<file path="src/rtl/lbbc_pkg.sv">
// shared types and constants for the live block bitmap checker
// no dependencies; used by lbbc_mask and live_block_bitmap_checker
package lbbc_pkg;

  localparam int WIN_LOG2   = 20;                  // tracked window is 2^WIN_LOG2 bytes
  localparam int WORD_AW    = WIN_LOG2 - 9;        // 64 granules of 8 bytes per word
  localparam int WORDS      = 1 << WORD_AW;
  localparam int MAP_W      = 64;
  localparam int BIT_IDX_W  = 6;
  localparam int CFG_W      = 21;
  localparam logic [CFG_W-1:0] LARGEST_RESET = 21'h100000;

  localparam logic OP_ALLOC = 1'b0;
  localparam logic OP_FREE  = 1'b1;

  typedef logic [WORD_AW-1:0] word_idx_t;

  // granule bit range inside one bitmap word
  typedef struct packed {
    logic [BIT_IDX_W-1:0] lo;
    logic [BIT_IDX_W-1:0] hi;
  } span_t;

endpackage

</file>
<file path="src/rtl/lbbc_mask.sv">
// shift unit that turns a granule span into a 64-bit word mask
// depends on lbbc_pkg
module lbbc_mask (
  input  lbbc_pkg::span_t           span,
  output logic [lbbc_pkg::MAP_W-1:0] mask
);

  logic [lbbc_pkg::MAP_W-1:0] upper;
  logic [lbbc_pkg::MAP_W-1:0] lower;

  // ~hi equals 63 - hi for a six bit index
  assign upper = {lbbc_pkg::MAP_W{1'b1}} >> (~span.hi);
  assign lower = {lbbc_pkg::MAP_W{1'b1}} << span.lo;
  assign mask  = upper & lower;

endmodule

</file>
<file path="config.mk">
export PLATFORM = sky130hd
export DESIGN_NAME = lbbc_mask
export DESIGN_NICKNAME = d
export VERILOG_FILES = /design/src/rtl/lbbc_pkg.sv /design/src/rtl/lbbc_mask.sv
export SDC_FILE = /design/constraint.sdc
export NUM_CORES = 1
export LEC_CHECK = 0
export ABC_AREA = 1
export BUFFER_PORTS_ARGS = -buffer_cell sky130_fd_sc_hd__buf_4
export CORE_AREA = 2 2 53 55
export DETAILED_ROUTE_END_ITERATION = 12
export DIE_AREA = 0 0 55 57
export GPL_TIMING_DRIVEN = 0
export PLACE_DENSITY_LB_ADDON = 0.2
export SLEW_MARGIN = 0
export SYNTH_ARGS = -nofsm -noshare
export SYNTH_HDL_FRONTEND = slang
export SYNTH_SLANG_ARGS = --single-unit
</file>
<file path="constraint.sdc">
create_clock -name vclk -period 1.9
set_input_delay 0.285 -clock vclk [all_inputs]
set_output_delay 0.285 -clock vclk [all_outputs]
set_load 0.02 [all_outputs]
</file>
Word-level counts from Yosys, hierarchy flattened. Cells that the tools add are included.

Register bits: 0. Output and inout bits: 64. Word-level logic and storage cells: 4.

Shift operators: 2. Bitwise gates (word level): 2.

Operators with widths (count): $and 64x64->64 (1); $shl 64x6->64 const A (1); $shr 64x6->64 const A (1); $not 6->6 (1).

Depth between registers and ports, before layout. Gate-level depths: netlist (run 1).

Word-level depth: 3. Depth in mapped cells: 7.

Worst setup path after synthesis (run 1). Ideal clock, no wire load.

Path type: input port to output port. Start point: input port span[9] (netlist name). End point: output port mask[2] (netlist name). Arrival time: 1247 ps. Required time: 1615 ps. Slack: 368 ps. Cell stages on the path: 6. Cell sequence: buf_4 > nor2_4 > nand2_2 > inv_1 > nand2_1 > nor3_1.

Word-level cells in the longest chain between the ends: 2.

Ends and longest elaborated chain: start: declaration (line lbbc_mask.sv:4) `input lbbc_pkg::span_t span,`; $shl 64x6->64 (line lbbc_mask.sv:13) `assign lower = {lbbc_pkg::MAP_W{1'b1}} << span.lo;`; $and 64x64->64 (line lbbc_mask.sv:14) `assign mask = upper & lower;`; end: declaration (line lbbc_mask.sv:5) `output logic [lbbc_pkg::MAP_W-1:0] mask`.

No other way between the ends.

Final worst setup path (run 1).
Start point: input port span[10] (netlist name). End point: output port mask[44] (netlist name).

The elaborated chain is that of the path after synthesis.

==> reports/metrics.sh, run 1 <==
OUTCOME='finished clean'
DRT_FIRST_PASS_ITERS=5
DESIGN.FINAL.NETS=348
CP_SLOWEST_STAGE_DELAY_NS=0.18
WIRE_PER_INST_UM=14.5
HOLDCRITPATHCLASS='in -> out'
DR.FIRST_ITER.DRC_COUNT=82
ANTENNA_FOUND_INITIAL=0
GRT_REMAINING_OVERFLOW=0
YS.WARNINGS.COUNT=0
VIA_COUNT=1977
POST_SYNTHESIS_COMPOUND_GATE_AREA_FRACTION_PCT=27.0
POST_SYNTHESIS_ADDER_CELL_AREA_FRACTION_PCT=0
GRT_PASS1_VIAS=1751
DRCVIOLATIONCOUNT=0
NUMBER_OF_VIAS_PER_CELL_AFTER_DETAILED_ROUTING=5.42
POWER.DENSITY_CELL_AREA_nW_PER_UM2=291
FP.COREAREA_SQ_UM=2620
NFLOPSANDLATCHES=0
POST_SYNTHESIS_NET_COUNT=273
NUM-CLOCK-BUFFERS=0
LAYOUTNONFILLERINSTCOUNT=365
SETUP_REPAIR_AFTER_GLOBAL_ROUTING_MISSED_ITS_MARGIN='no'
SYNTHMUXAREASHARE_PCT=0
CRIT_PATH_START='span[10]'
FMAX_MHz=595
FP.DIEH_UM=57
DIE_WIDTH_UM=55
SEQUENTIAL_TO_TOTAL_AREA_SHARE_FROM_YOSYS_STAT_PCT=0
NETLIST_AREA_SQ_UM=1210
GRT.TOTAL_USAGE_PCT=33.4
CTS.REPAIR.RESIZED=0
SYNTH.AVG_CELL_AREA_SQ_UM=4.65
CRIT_FANOUT=10
DETAILED_PLACE_HPWL_UM=3990
POST-PLACE-CELLS=365
DIODES_INSERTED=0
FLOORPLAN.IO_PINS=76
TIMING.CRITICAL_PATH.FROM_TYPE='primary input'
TOTAL_LEAKAGE_POWER_nW=1.04
CP_COMMON_CELL='sky130_fd_sc_hd__buf_4'
CTS-HOLD-FIX-BUFFERS=0
CP_DATA_ARRIVAL_TIME_NS=1.40
ROUTABILITYCONGESTION=0.923
REPORT.FINAL.HOLD_VIOL_COUNT=0
DRV_CAP=0
CRITPATHREQUIREDTIME_NS=1.62
CRITICALPATHCATEGORY='in -> out'
TIGHTEST_PIN_TRANSITION_NS=0.503
IR_WORST_VDD_V=0.000240
CRIT_SLOWEST_CELL='sky130_fd_sc_hd__buf_4'
CRITICAL_PATH.ENDPOINT='mask[44]'
DRIVE_ABOVE_1_SHARE_PCT=34.7
FIRST_PASS_GRT_WIRE_LENGTH_UM=7920
YS_TYPES=19
SYNTH_SIMPLE_GATE_AREA_SHARE_PCT=56.8
FINAL_WORST_PATH_CYCLE_SHARE_PCT=88.5
POST_SYNTHESIS_TO_FINAL_LAYOUT_AREA_GROWTH_PCT=48.4
CRIT_PATH_END_KIND='output pin'
LARGEST_FAMILY_OF_LOGIC_CELLS_BY_SYNTHESIZED_AREA='simple AND/OR/NAND/NOR gates'
SLEW_HEADROOM_PCT=66.3
SYN-INSTANCE-COUNT=261
FINAL_CORE_UTIL_PCT=68.8
COUNT_OF_BUFFERS_ADDED_BY_POST_CTS_TIMING_REPAIR_FOR_SETUP=0
SETUP_TNS_NS=0
FINAL_ANTENNA_NET_COUNT=0
REGISTER_AREA_SQ_UM=0
PLACEMENT.IO_BUFFERS=73
FINALMAXSLEWVIOLATIONS=0
YOSYS.AREA_SHARE.XOR_XNOR_PCT=0
PERIOD_NEEDED_NS=1.68
MAXIMUM_NUMBER_OF_PINS_ON_ONE_NET_BEFORE_GLOBAL_ROUTE_REPAIR=11
INITIAL_UTILIZATION_PCT=46.4
DRT_WIRELENGTH_UM=5310
SETUP-VIOLATIONS-FINAL=0
DIE_AREA_SQ_UM=3140
PLACEMENT_ROWS=19
CP_CELL_SEQUENCE='buf_4 > buf_4 > nand2_2 > inv_2 > nor2_2 > o21ai_0 > a21oi_1 > buf_4'
## report_power, final
group / switching [mW] / internal [mW] / total (mW) / leakage [nW]
Clock: 0 / 0 / 0 / 0
Combinational: 0.338 / 0.185 / 0.523 / 1.04
Sequential: 0 / 0 / 0 / 0
Total: 0.338 / 0.185 / 0.523 / 1.04
## cell usage after synthesis, drive strengths merged
| master | count | area [sq um] |
|---|---|---|
| a211oi | 1 | 7.51 |
| a21boi | 1 | 7.51 |
| a21oi | 38 | 190 |
| buf | 11 | 72.6 |
| clkinv | 1 | 3.75 |
| inv | 32 | 120 |
| nand2 | 76 | 298 |
| nand3 | 17 | 85.1 |
| nor2 | 54 | 255 |
| nor3 | 7 | 50.1 |
| o21ai | 23 | 123 |
## layer usage
metal  up-vias  global-route usage [%]  wire [um]
li1        986                       -          -
met3         6                    3.66        639
met4         0                    12.2         46
met2       152                    53.2       2490
met5         -                       0          0
met1       833                    45.5       2130
## stage by stage
step                cell area, sq um  power [mW]  setup WS (ns)  hold slack, ns
finish                          1800       0.523          0.218           0.973
global placement                1800       0.512          0.252           0.966
floorplan                       1210       0.317          0.368           0.715
global route                    1800       0.561          0.158           0.996
CTS                             1800       0.515          0.255           0.974
detailed placement              1800       0.514          0.258           0.972
## layout by cell type, fill, tap and decap left out, types with 6 or more instances in the layout
master / count
sky130_fd_sc_hd__buf_4: 80
sky130_fd_sc_hd__nand2_1: 71
sky130_fd_sc_hd__inv_2: 13
sky130_fd_sc_hd__nor2_4: 6
sky130_fd_sc_hd__nor2_1: 45
sky130_fd_sc_hd__nand3_1: 17
sky130_fd_sc_hd__o21ai_0: 14
sky130_fd_sc_hd__o21ai_1: 7
sky130_fd_sc_hd__a21oi_1: 38
sky130_fd_sc_hd__inv_1: 19
## worst min path at each step
stage                   from        to  slack, ns  cells after the start
CTS                 span[10]   mask[1]       0.97                      5
finish              span[10]   mask[1]       0.97                      5
global route        span[10]   mask[1]        1.0                      5
global placement    span[10]   mask[1]       0.97                      5
detailed placement  span[10]   mask[1]       0.97                      5
floorplan            span[1]  mask[62]       0.72                      2
## critical path, delay by kind of cell
kind                   cells  cell delay, ns
AO/OA/AOI/OAI              2            0.26
buffers and inverters      4            0.55
AND/OR/NAND/NOR            2            0.29
## cell families (layout without fill, tap and decap cells)
family	count (synthesis)	after routing
AOI/OAI and AO/OA	63	63
and+or+nand+nor	154	154
buffers and inverters	44	117
## layout make-up
class | count | area (sq um)
Timing Repair Buffer | 73 | 548
Tap cell | 31 | 38.8
Multi-Input combinational cell | 217 | 1020
Buffer | 11 | 72.6
Fill cell | 272 | 816
Inverter | 33 | 124
(Power assumes the default switching activity.)
==> inputs of run 2 (changes only) <==
Settings changed: PLACE_DENSITY set to 0.86, PLACE_DENSITY_LB_ADDON 0.2 to not set.
==> run 2 against run 1 <==
Worst hold slack got worse by 0.0060 ns. Sequential cell count did not move. Die area did not move. Global-route usage rose by 0.052 points. Critical path depth fell by 3. Combinational power barely moved. Design area did not move. Worst setup slack got worse by 0.025 ns. Clock-buffer cell count did not move. Routed wire length fell by 0.51%. Utilization did not move. Non-clock buffer count did not move.
==> reports/metrics.sh, run 2 (synthesized netlist as in run 1, its figures left out) <==
NUM-CLOCK-BUFFERS=0  # unchanged
STDCELL_AREA_SQ_UM=1800  # unchanged
FINALMAXSLEWVIOLATIONS=0  # unchanged
LAYOUTNONFILLERINSTCOUNT=365  # unchanged
CTS-HOLD-FIX-BUFFERS=0  # unchanged
INTPOWER_mW=0.185  # about the same
CRITICALPATHCATEGORY='in -> out'  # unchanged
PWR-SHARE-COMB_PCT=100.0  # about the same
OUTCOME='finished clean'  # unchanged
MAXIMUM_NUMBER_OF_PINS_ON_ONE_NET_BEFORE_GLOBAL_ROUTE_REPAIR=11  # unchanged
DIODES_INSERTED=0  # unchanged
SWITCHING_POWER_mW=0.338  # about the same
NUMBER_OF_VIAS_PER_CELL_AFTER_DETAILED_ROUTING=5.46  # was 5.42
REGISTER_AREA_SQ_UM=0  # unchanged
FMAX_MHz=586  # was 595 MHz
PERIOD_NEEDED_NS=1.71  # was 1.68 ns
CRIT_PATH_START='span[7]'  # was span[10]
TOTAL_LEAKAGE_POWER_nW=1.04  # unchanged
FINAL_COMMON_CELL='sky130_fd_sc_hd__buf_4'  # unchanged
POST_SYNTHESIS_TO_FINAL_LAYOUT_AREA_GROWTH_PCT=48.4  # unchanged
GRT_PASS1_VIAS=1762  # was 1751
DR.FIRST_ITER.DRC_COUNT=111  # was 82
VIA_COUNT=1993  # was 1977
HOLDCRITPATHCLASS='in -> out'  # unchanged
POWER.DENSITY_CELL_AREA_nW_PER_UM2=291  # about the same
TIGHTEST_PIN_TRANSITION_NS=0.532  # was 0.503 ns
WHS_PATH_DEPTH=5  # unchanged
CRITPATHREQUIREDTIME_NS=1.62  # about the same
PLACEMENT.CELL_AREA_SQ_UM=1800  # unchanged
DRT_FIRST_PASS_ITERS=5  # unchanged
SETUP-VIOLATIONS-FINAL=0  # unchanged
FINAL_CORE_UTIL_PCT=68.8  # unchanged
PLACEMENT.IO_BUFFERS=73  # unchanged
NFLOPSANDLATCHES=0  # unchanged
PRE_CTS_SLACK_NS=0.247  # was 0.258 ns
FINAL_CELL_MIX='sky130_fd_sc_hd__buf_4 (80), sky130_fd_sc_hd__nand2_1 (71), sky130_fd_sc_hd__nor2_1 (45), sky130_fd_sc_hd__a21oi_1 (38), sky130_fd_sc_hd__inv_1 (19)'  # unchanged
CP_CELL_SEQUENCE='buf_4 > nor2_1 > nor2_1 > a211oi_1 > buf_4'  # was buf_4 > buf_4 > nand2_2 > inv_2 > nor2_2 > o21ai_0 > a21oi_1 > buf_4
POWER_FRAC_SEQ_PCT=0  # about the same
FINAL_ANTENNA_NET_COUNT=0  # unchanged
CRIT_PATH_END_KIND='output pin'  # unchanged
SETUP_TNS_NS=0  # unchanged
P_CLK_SHARE_PCT=0  # about the same
REPORT.FINAL.HOLD_VIOL_COUNT=0  # unchanged
DETAILED_PLACE_HPWL_UM=3970  # was 3990 um
FP.COREAREA_SQ_UM=2620  # unchanged
DRV_CAP=0  # unchanged
DESIGN.FINAL.NETS=348  # unchanged
CTS.REPAIR.RESIZED=0  # unchanged
GRT.TOTAL_USAGE_PCT=33.4  # about the same
FINAL_WORST_PATH_CYCLE_SHARE_PCT=89.8  # was 88.5%
COUNT_OF_BUFFERS_ADDED_BY_POST_CTS_TIMING_REPAIR_FOR_SETUP=0  # unchanged
FINAL_CRITICAL_PATH_SETUP_SLACK_NS=0.193  # was 0.218 ns
SETUP_REPAIR_AFTER_GLOBAL_ROUTING_MISSED_ITS_MARGIN='no'  # unchanged
FP.DIEH_UM=57  # unchanged
IR_WORST_VDD_V=0.000220  # was 0.000240 V
SWITCHING_SHARE_PCT=64.7  # about the same
CRIT_FANOUT=7  # was 10
DRT_WIRELENGTH_UM=5280  # was 5310 um
CP_SLOWEST_STAGE_DELAY_NS=0.42  # was 0.18 ns
CRIT_SLOWEST_CELL='sky130_fd_sc_hd__nor2_1'  # was sky130_fd_sc_hd__buf_4
FIRST_PASS_GRT_WIRE_LENGTH_UM=7950  # was 7920 um
ROUTABILITYCONGESTION=0.992  # was 0.923
POST-PLACE-CELLS=365  # unchanged
PLACEMENT_ROWS=19  # unchanged
DRIVE_ABOVE_1_SHARE_PCT=34.7  # unchanged
MULTI_INPUT_AREA_SQ_UM=1020  # unchanged
INITIAL_UTILIZATION_PCT=46.4  # unchanged
ANTENNA_FOUND_INITIAL=0  # unchanged
SLEW_HEADROOM_PCT=64.4  # was 66.3%
FILLERS=283  # was 272
FLOORPLAN.IO_PINS=76  # unchanged
CP_DATA_ARRIVAL_TIME_NS=1.42  # was 1.40 ns
DIE_AREA_SQ_UM=3140  # unchanged
TIMING.CRITICAL_PATH.FROM_TYPE='primary input'  # unchanged
GRT_REMAINING_OVERFLOW=0  # unchanged
DIE_WIDTH_UM=55  # unchanged
DRCVIOLATIONCOUNT=0  # unchanged
WORSTHOLDSTART='span[10]'  # unchanged
WIRE_PER_INST_UM=14.5  # about the same
==> run 2: final timing paths <==
path	endpoint	slack, ns
worst min-delay path	mask[1]	0.97
worst max-delay path	mask[12]	0.19
==> run 2: per-layer routing <==
metal	global-route usage (%)	routed length [um]	up-vias	share of wire [%]
li1	-	-	985	-
met1	44.4	2070	856	39
met2	53.6	2470	143	47
met3	5.50	676	9	13
met4	11.8	65	0	1.2
met5	0	0	-	0
==> run 2: worst max-delay path: cells and delay by family <==
family          cells  cell delay, ns
simple gates        2            0.56
buf+inv             2            0.33
compound gates      1            0.24
==> run 2: final cells by class <==
class | instances | area share, %
tap | 31 | 2.16
inverter | 33 | 6.88
timing repair buffer | 73 | 30.5
buffer | 11 | 4.03
multi-input combinational | 217 | 56.5
==> run 2: metrics by stage <==
step / hold WS, ns / total power, mW
global route: 0.995 / 0.563
global placement: 0.964 / 0.512
detailed placement: 0.966 / 0.514
CTS: 0.969 / 0.515
floorplan: 0.715 / 0.317
finish: 0.967 / 0.523
==> run 2: power groups by stage <==
stage / registers, mW / logic, mW / clock network, mW
after floorplan: 0 / 0.317 / 0
after global placement: 0 / 0.512 / 0
after detailed placement: 0 / 0.514 / 0
after CTS: 0 / 0.515 / 0
after global routing: 0 / 0.563 / 0
final: 0 / 0.523 / 0
==> inputs of run 3 (changes only) <==
Settings changed: CORE_AREA 2 2 53 55 to 2 2 55 57, DIE_AREA 0 0 55 57 to 0 0 57 59, PLACE_DENSITY 0.86 to 0.8.
Clock period 1.9 ns to 1.7 ns, I/O delays scaled along.
==> run 3 against run 2 <==
Routed wire length rose by 2.7%. Via count rose by 1.9%. Combinational power rose by 12%. Design area rose by 0.28%. First-iteration DRC count rose by 37%. Sequential share of layout area did not move. Die area rose by 7.3%. Largest power group unchanged.
==> reports/metrics.sh, run 3 (synthesized netlist as in run 1, its figures left out) <==
FLOORPLAN.IO_PINS=76  # unchanged
SETUP_TNS_NS=0  # unchanged
FP.DIEH_UM=59  # was 57 um
WIRE_PER_INST_UM=14.8  # was 14.5 um
HOLDCRITPATHCLASS='in -> out'  # unchanged
FINAL_COMMON_CELL='sky130_fd_sc_hd__buf_4'  # unchanged
CRITICALPATHCATEGORY='in -> out'  # unchanged
FMAX_MHz=607
REPORT.FINAL.HOLD_VIOL_COUNT=0  # unchanged
ANTENNA_FOUND_INITIAL=0  # unchanged
CRIT_FANOUT=7  # unchanged
PLACEMENT.IO_BUFFERS=73  # unchanged
CP.BUFFERS_INVERTERS=2  # unchanged
POWER.DENSITY_CELL_AREA_nW_PER_UM2=326  # was 291 nW/um^2
OUTCOME='finished clean'  # unchanged
GRT_PASS1_VIAS=1712  # was 1762
POST_SYNTHESIS_TO_FINAL_LAYOUT_AREA_GROWTH_PCT=48.8  # was 48.4%
FINAL_WORST_PATH_CYCLE_SHARE_PCT=96.8
ROUTABILITYCONGESTION=0.949  # was 0.992
CRIT_SLOWEST_CELL='sky130_fd_sc_hd__nor2_1'  # unchanged
DETAILED_PLACE_HPWL_UM=4040  # was 3970 um
MAXIMUM_NUMBER_OF_PINS_ON_ONE_NET_BEFORE_GLOBAL_ROUTE_REPAIR=11  # unchanged
TOTAL_LEAKAGE_POWER_nW=1.05  # was 1.04 nW
DRT_FIRST_PASS_ITERS=5  # unchanged
TIGHTEST_PIN_TRANSITION_NS=0.484  # was 0.532 ns
DESIGN.FINAL.NETS=348  # unchanged
TIMING.CRITICAL_PATH.FROM_TYPE='primary input'  # unchanged
CELL_FAMILY_WITH_THE_LARGEST_SHARE_OF_CRITICAL_PATH_DELAY='simple AND/OR/NAND/NOR gates'  # unchanged
SLEW_HEADROOM_PCT=67.6  # was 64.4%
GRT.TOTAL_USAGE_PCT=31.5  # was 33.4%
FINAL_CELL_MIX='sky130_fd_sc_hd__buf_4 (80), sky130_fd_sc_hd__nand2_1 (71), sky130_fd_sc_hd__nor2_1 (45), sky130_fd_sc_hd__a21oi_1 (38), sky130_fd_sc_hd__inv_1 (19)'  # unchanged
PLACEMENT_ROWS=19  # unchanged
CTS-HOLD-FIX-BUFFERS=0  # unchanged
REGISTER_AREA_SQ_UM=0  # unchanged
IR_WORST_VDD_V=0.000212  # was 0.000220 V
PERIOD_NEEDED_NS=1.65
FINALMAXSLEWVIOLATIONS=0  # unchanged
GRT_REMAINING_OVERFLOW=0  # unchanged
SETUP_REPAIR_AFTER_GLOBAL_ROUTING_MISSED_ITS_MARGIN='no'  # unchanged
DRIVE_ABOVE_1_SHARE_PCT=34.7  # unchanged
DR.FIRST_ITER.DRC_COUNT=152  # was 111
VIA_COUNT=2030  # was 1993
WL_MET1_UM=2220  # was 2070 um
NUM-CLOCK-BUFFERS=0  # unchanged
MET2WIRELENGTH_UM=2420  # was 2470 um
DIE_WIDTH_UM=57  # was 55 um
FP.COREAREA_SQ_UM=2710  # was 2620 sq um
FINAL_ANTENNA_NET_COUNT=0  # unchanged
INITIAL_UTILIZATION_PCT=44.7  # was 46.4%
DRT_WIRELENGTH_UM=5420  # was 5280 um
DRV_CAP=0  # unchanged
CP_CELL_SEQUENCE='buf_4 > nor2_1 > nor2_1 > a211oi_1 > buf_4'  # unchanged
CP_DATA_ARRIVAL_TIME_NS=1.39  # was 1.42 ns
NUMBER_OF_VIAS_PER_CELL_AFTER_DETAILED_ROUTING=5.56  # was 5.46
SETUP-VIOLATIONS-FINAL=0  # unchanged
DRCVIOLATIONCOUNT=0  # unchanged
DETAILROUTE.WIRELENGTH.MET3_UM=686  # was 676 um
FILLERS=297  # was 283
TOP_LAYER_USED='met4'  # unchanged
CRITPATHREQUIREDTIME_NS=1.44  # was 1.62 ns
DIE_AREA_SQ_UM=3360  # was 3140 sq um
CP_SLOWEST_STAGE_DELAY_NS=0.38  # was 0.42 ns
FINAL_CORE_UTIL_PCT=66.6  # was 68.8%
NFLOPSANDLATCHES=0  # unchanged
CRIT_PATH_END_KIND='output pin'  # unchanged
FIRST_PASS_GRT_WIRE_LENGTH_UM=8360  # was 7950 um
DIODES_INSERTED=0  # unchanged
[run 3: per-layer routing]
metal / global-route usage, % / vias to the layer above
li1: - / 991
met1: 46.3 / 872
met2: 51.7 / 155
met3: 0.655 / 12
met4: 6.64 / 0
met5: 0 / -
[run 3: layout make-up]
type	count	area, sq um	area share [%]
multi-input cells	217	1020	56.6
plain buffers	11	72.6	4.02
inverters	33	124	6.87
repair buffers	73	548	30.4
well taps	31	38.8	2.15
[run 3: per-stage QoR]
| step | setup slack [ns] | instances | hold slack, ns | instance area, sq um | power [mW] |
|---|---|---|---|---|---|
| after floorplan | 0.228 | 261 | 0.655 | 1210 | 0.355 |
| after global placement | 0.108 | 365 | 0.911 | 1800 | 0.576 |
| after detailed placement | 0.142 | 365 | 0.907 | 1800 | 0.578 |
| after CTS | 0.124 | 365 | 0.911 | 1800 | 0.579 |
| after global routing | 0.00596 | 365 | 0.922 | 1800 | 0.630 |
| final | 0.0538 | 365 | 0.912 | 1800 | 0.587 |
[run 3: what timing repair did]
item / in CTS / in global routing
buffers inserted: 0 / 0
endpoints found under the setup margin: 0 / 1
resized for setup: 0 / 1
[run 3: final timing paths]
path	slack, ns	cells after the start	start	endpoint
max	0.05	5	span[7]	mask[12]
min	0.91	5	span[10]	mask[7]
[run 3: tightest hold or removal path: cells and delay by family]
family | cells | cell delay [ns]
simple gates | 2 | 0.12
buf+inv | 3 | 0.27
[run 3: power by group]
part           internal [mW]  switching, mW  leakage [nW]
Clock                      0              0             0
Sequential                 0              0             0
Combinational          0.207          0.380          1.05
Total                  0.207          0.380          1.05
